## src/rtl/core/tss_pkg.sv

```systemverilog
// ----------------------------------------------------------------------------
// Textured span shader package
// Shared types, codes and default sizes of the span shader.
// ----------------------------------------------------------------------------
package tss_pkg;

  // Default sizes for the top level parameters.
  localparam int unsigned MaxScreenDef = 1024;
  localparam int unsigned TexDepthDef  = 65536;

  // Width of the configuration write data.
  localparam int unsigned CfgDataW = 11;

  // Operation codes of an input word.
  typedef enum logic [1:0] {
    OP_TEXEL = 2'd0,
    OP_LEFT  = 2'd1,
    OP_RIGHT = 2'd2,
    OP_TICK  = 2'd3
  } op_e;

  // Configuration register indexes.
  typedef enum logic [1:0] {
    CFG_SCREEN_W = 2'd0,
    CFG_SCREEN_H = 2'd1,
    CFG_TEX_W    = 2'd2,
    CFG_TEX_H    = 2'd3
  } cfg_e;

  // Input word.
  typedef struct packed {
    op_e                op;
    logic signed [11:0] x;
    logic signed [11:0] y;
    logic [15:0]        red;
    logic [15:0]        green;
    logic [15:0]        blue;
    logic [15:0]        tex_s;
    logic [15:0]        tex_t;
    logic [15:0]        texel_index;
    logic [23:0]        texel_value;
  } in_item_t;

  // Output word.
  typedef struct packed {
    logic [19:0] pixel_index;
    logic [23:0] pixel_color;
    logic        span_last;
  } out_item_t;

  // Controller states.
  typedef enum logic [3:0] {
    S_IDLE,
    S_DIV,
    S_LERP,
    S_MIX,
    S_TEXC,
    S_ADDR,
    S_READ,
    S_PROD,
    S_OUT
  } state_e;

  // Commands from the controller to the datapath.
  typedef struct packed {
    logic tex_wr;
    logic ld_left;
    logic ld_right;
    logic div_load;
    logic div_step;
    logic lerp;
    logic mix;
    logic texc;
    logic addr;
    logic read;
    logic prod;
    logic emit;
  } dp_cmd_t;

  // Status from the datapath to the controller.
  typedef struct packed {
    logic span_active;
    logic div_done;
  } dp_status_t;

endpackage

```

## src/rtl/core/tss_ctrl.sv

```systemverilog
// ----------------------------------------------------------------------------
// Textured span shader controller
// Sequences each input word through the datapath and owns the output
// word's valid flag.
// ----------------------------------------------------------------------------
module tss_ctrl (
  input  logic                 clk_i,
  input  logic                 rst_ni,
  input  logic                 in_valid_i,
  output logic                 in_ready_o,
  input  tss_pkg::op_e         op_i,
  output logic                 out_valid_o,
  input  logic                 out_ready_i,
  output tss_pkg::dp_cmd_t     cmd_o,
  input  tss_pkg::dp_status_t  status_i
);

  tss_pkg::state_e state_q, state_d;
  logic            out_valid_q, out_valid_d;

  // State and output valid registers.
  always_ff @(posedge clk_i or negedge rst_ni) begin
    if (!rst_ni) begin
      state_q     <= tss_pkg::S_IDLE;
      out_valid_q <= 1'b0;
    end else begin
      state_q     <= state_d;
      out_valid_q <= out_valid_d;
    end
  end

  // Next state and datapath commands.
  always_comb begin
    state_d    = state_q;
    cmd_o      = '0;
    in_ready_o = (state_q == tss_pkg::S_IDLE);
    case (state_q)
      tss_pkg::S_IDLE: begin
        if (in_valid_i) begin
          case (op_i)
            tss_pkg::OP_TEXEL: cmd_o.tex_wr   = 1'b1;
            tss_pkg::OP_LEFT:  cmd_o.ld_left  = 1'b1;
            tss_pkg::OP_RIGHT: cmd_o.ld_right = 1'b1;
            tss_pkg::OP_TICK: begin
              if (status_i.span_active) begin
                cmd_o.div_load = 1'b1;
                state_d        = tss_pkg::S_DIV;
              end
            end
            default: ;
          endcase
        end
      end
      tss_pkg::S_DIV: begin
        if (status_i.div_done) state_d = tss_pkg::S_LERP;
        else cmd_o.div_step = 1'b1;
      end
      tss_pkg::S_LERP: begin
        cmd_o.lerp = 1'b1;
        state_d    = tss_pkg::S_MIX;
      end
      tss_pkg::S_MIX: begin
        cmd_o.mix = 1'b1;
        state_d   = tss_pkg::S_TEXC;
      end
      tss_pkg::S_TEXC: begin
        cmd_o.texc = 1'b1;
        state_d    = tss_pkg::S_ADDR;
      end
      tss_pkg::S_ADDR: begin
        cmd_o.addr = 1'b1;
        state_d    = tss_pkg::S_READ;
      end
      tss_pkg::S_READ: begin
        cmd_o.read = 1'b1;
        state_d    = tss_pkg::S_PROD;
      end
      tss_pkg::S_PROD: begin
        cmd_o.prod = 1'b1;
        state_d    = tss_pkg::S_OUT;
      end
      tss_pkg::S_OUT: begin
        // Load the output register once it is empty or being emptied.
        if (!out_valid_q || out_ready_i) begin
          cmd_o.emit = 1'b1;
          state_d    = tss_pkg::S_IDLE;
        end
      end
      default: state_d = tss_pkg::S_IDLE;
    endcase
  end

  // Output valid: set on a new word, cleared when the word is taken.
  always_comb begin
    out_valid_d = out_valid_q;
    if (cmd_o.emit) out_valid_d = 1'b1;
    else if (out_ready_i) out_valid_d = 1'b0;
  end

  assign out_valid_o = out_valid_q;

  // A new output word appears only from the output state.
  assert property (@(posedge clk_i) disable iff (!rst_ni)
    $rose(out_valid_q) |-> $past(state_q == tss_pkg::S_OUT))
    else $error("output word raised outside the output state");

  // A tick on an active span starts the divider.
  assert property (@(posedge clk_i) disable iff (!rst_ni)
    (state_q == tss_pkg::S_IDLE && in_valid_i && op_i == tss_pkg::OP_TICK &&
     status_i.span_active) |=> (state_q == tss_pkg::S_DIV))
    else $error("tick on an active span did not start the divider");

  // The divider state is held until the quotient is complete.
  assert property (@(posedge clk_i) disable iff (!rst_ni)
    (state_q == tss_pkg::S_DIV && !status_i.div_done) |=> (state_q == tss_pkg::S_DIV))
    else $error("divider state left before the quotient was complete");

endmodule

```

## config.mk

```make
export PLATFORM = sky130hd
export DESIGN_NAME = tss_ctrl
export DESIGN_NICKNAME = d
export VERILOG_FILES = /design/src/rtl/core/tss_pkg.sv /design/src/rtl/core/tss_ctrl.sv
export SDC_FILE = /design/constraint.sdc
export NUM_CORES = 1
export LEC_CHECK = 0
export BUFFER_PORTS_ARGS = -buffer_cell sky130_fd_sc_hd__buf_2
export CORE_AREA = 2 2 39 41
export CTS_BUF_LIST = sky130_fd_sc_hd__clkbuf_16
export DETAILED_ROUTE_END_ITERATION = 10
export DIE_AREA = 0 0 41 43
export PLACE_DENSITY = 0.63
export SYNTH_ARGS = -nofsm -noshare
export SYNTH_HDL_FRONTEND = slang
export SYNTH_SLANG_ARGS = --single-unit
```

## constraint.sdc

```tcl
create_clock -name clk_i -period 1.67 [get_ports clk_i]
set_input_delay 0.0835 -clock clk_i [delete_from_list [all_inputs] [get_ports clk_i]]
set_output_delay 0.0835 -clock clk_i [all_outputs]
set_load 0.01 [all_outputs]
```

==> impl_metrics.py <==
metrics = {
    "grt": {
        "overflow": 0,
        "grt_max_degree": 11,
        "grt_pass1_vias": 372,
        "antenna_found_initial": 0,
        "track_usage_pct": 13.13,
        "grt_pass1_wl_um": 1504,
    },
    "synth": {
        "yosys_warnings": 0,
        "synth_xor_area_share_pct": 0,
        "synth_top_family_by_area": "simple AND/OR/NAND/NOR gates",
        "synth_compound_area_share_pct": 11.61,
        "synthesis.nets": 50,
        "synth_mux_area_share_pct": 0,
        "syn_avg_cell_area_um2": 9.235,
        "synthCells": 42,
        "ys_ff_latch": 5,
        "synth-simple-area-share_pct": 43.87,
        "synth_fa_ha_area_share_pct": 0,
        "yosysSeqAreaShare_pct": 32.26,
        "synth_area_um2": 387.9,
        "yosys.cell_types.count": 24,
    },
    "worst_setup_path": {
        "start_kind": "register",
        "crit_type": "reg -> out",
        "r2r_slack_ns": 0.39,
        "slowest_delay_ns": 0.56,
        "crit_fanout": 4,
        "r2r_cells": 3,
        "r2r_end": "state_q[0]",
        "crit_slowest_cell": "or4b_4",
        "worstPathRequired_ns": 1.59,
        "crit_arrival_ns": 1.54,
        "crit_chain": "buf_6 -> or4b_4 -> nor2b_2 -> buf_2",
        "r2r_start": "state_q[2]",
        "end_kind": "output pin",
    },
    "die": {
        "start_util_pct": 28.03,
        "rows": 14,
        "die_area_um2": 1763,
        "coreArea_um2": 1384,
        "pin_count": 22,
        "die_h_um": 43,
        "die_x_um": 41,
    },
    "detailed_routing": {
        "via_per_inst": 4.964,
        "drt_pass1_iterations": 3,
        "via_count": 412,
        "drcViolationCount": 0,
        "drtIter0Drc": 2,
        "drtAntennaViolNets": 0,
        "wl_um": 924,
        "wl_per_cell_um": 11.13,
    },
    "clock_network": {
        "clock-sinks": 5,
        "clk_latency_ns": 0.22,
        "h-tree-depth": 1,
        "clk_pin_slew_ns": 0.03,
        "clockBufferDepth": 2,
        "cts_tree": "done",
        "cts_buffers": 3,
        "clockRootBuffer": "clkbuf_16",
    },
    "power": {
        "power.total_mw": 1.134,
        "power_density_nw_per_um2": 1888,
        "peakVddDrop_v": 0.0007773,
        "leakage_nw": 0.3158,
    },
    "hold_path": {
        "hp-start": "out_ready_i",
        "holdPathEnd": "out_valid_o",
        "whs_path_depth": 3,
        "hp-class": "in -> reg",
    },
    "final_layout": {
        "area_delta_synth_final_pct": 54.84,
        "regArea_um2": 126.4,
        "final_common_cell": "buf_2",
        "fill_cells": 133,
        "layout-drive-gt1-share_pct": 53.73,
        "nNetsFinal": 76,
        "diodes": 0,
        "multi_input_area_um2": 215.2,
        "layout_common_cells": "buf_2 (21), nand2b_1 (4), nor2_1 (4), nor3_1 (4), dfrtp_1 (4)",
    },
    "timing": {
        "slew_headroom_pct": 84.39,
        "clock_skew_ns": 0.002051,
        "fin_crit_sh_pct": 97.02,
        "slew_viol_final": 0,
        "finalSetupTns_ns": 0,
        "rsz0062_at_grt": "false",
        "worst_slew_pin_slew_ns": 0.2320,
        "hold_viol": 0,
        "setup_viol": 0,
        "layout_setup_ws_ns": 0.04975,
        "fin_crit_ns": 1.620,
        "hold_slack_ns": 0.1810,
        "max_freq_mhz": 617.2,
    },
    "placed_design": {
        "place_congestion": 0.7428,
        "place_ws_ns": 0.2361,
        "dp_hpwl_um": 674.2,
        "port_buffers": 21,
    },
    "run": {
        "maxCapViolCount": 0,
    },
    "status": {
        "status": "finished, final reports clean",
    },
}
[cell families after synthesis]
family	count (synthesis)
compound gates	5
flops	5
simple gates	25
buf+inv	7
[metal layers]
layer  share of wire (%)  track usage [%]  vias to the layer above
li1                    -                -                      203
met1                  44            14.10                      191
met3                 7.3            1.571                        2
met4                 3.2            14.00                        0
met2                  45            19.69                       16
met5                   0                0                        -
[flip-flops by register name, indices dropped and copies added, names as in the netlist]
signal	flops
state_q	4
out_valid_o	1
[worst max-delay path, delay by kind of cell, from the launching register on]
kind                   cells  cell delay [ns]
and+or+nand+nor            2             0.67
DFF                        1             0.39
buffers and inverters      2             0.25
[area by class of cell]
cell class | count | share of cell area [%]
Multi-Input combinational cell | 30 | 35.83
Timing Repair Buffer | 26 | 25.42
Sequential cell | 5 | 21.04
Clock buffer | 3 | 12.50
Tap cell | 16 | 3.333
Inverter | 2 | 1.250
Clock inverter | 1 | 0.6250
[how the worst max path moves through the flow]
stage,from,endpoint
6_report,state_q[1],cmd_o[0]
5_1_grt,state_q[1],cmd_o[9]
4_1_cts,state_q[0],cmd_o[0]
3_5_place_dp,state_q[1],cmd_o[11]
3_3_place_gp,state_q[1],cmd_o[11]
2_1_floorplan,state_q[0],cmd_o[0]
[report_power, final]
part	switching (mW)	internal [mW]	leakage [nW]
clock network	0.0734	0.310	0.0423
registers	0.0373	0.171	0.0626
logic	0.278	0.265	0.211
[synth_stat cells]
master	n	share of area (%)
buf_6	2	5.8
nor3b_1	1	1.9
nor4b_2	1	3.9
a221oi_1	2	4.5
or4_4	1	2.9
o22ai_2	1	3.2
nand2b_1	4	6.5
dfrtp_1	5	32
a21oi_1	1	1.3
buf_4	1	1.9
nor4_1	1	1.6
nand3b_1	1	1.9
or3_1	1	1.6
or4b_4	1	3.5
inv_1	1	0.97
nor2b_2	1	2.3
nor3_1	4	5.2
a21bo_2	1	2.6
inv_2	1	0.97
nand2_1	2	1.9
nor2_1	4	3.9
buf_2	2	2.6
and4b_1	2	5.2
nand4_1	1	1.6
[timing repair]
action                     4_1_cts  5_1_grt
hold endpoints to repair         5        0
pin swaps                        0        5
setup endpoints to repair        1        4
resized for setup                0        3
gates cloned                     0        0
hold buffers                     1        0
setup buffers                    1        0
[through the flow]
stage          util (%)  instance area (um2)  cells
3_3_place_gp      35.80                495.5     77
2_1_floorplan         -                387.9     42
5_1_grt           43.40                600.6     83
6_report          43.40                600.6     83
4_1_cts           42.77                591.8     83
3_5_place_dp      35.80                495.5     77
Power figures use the tool's default switching activity.
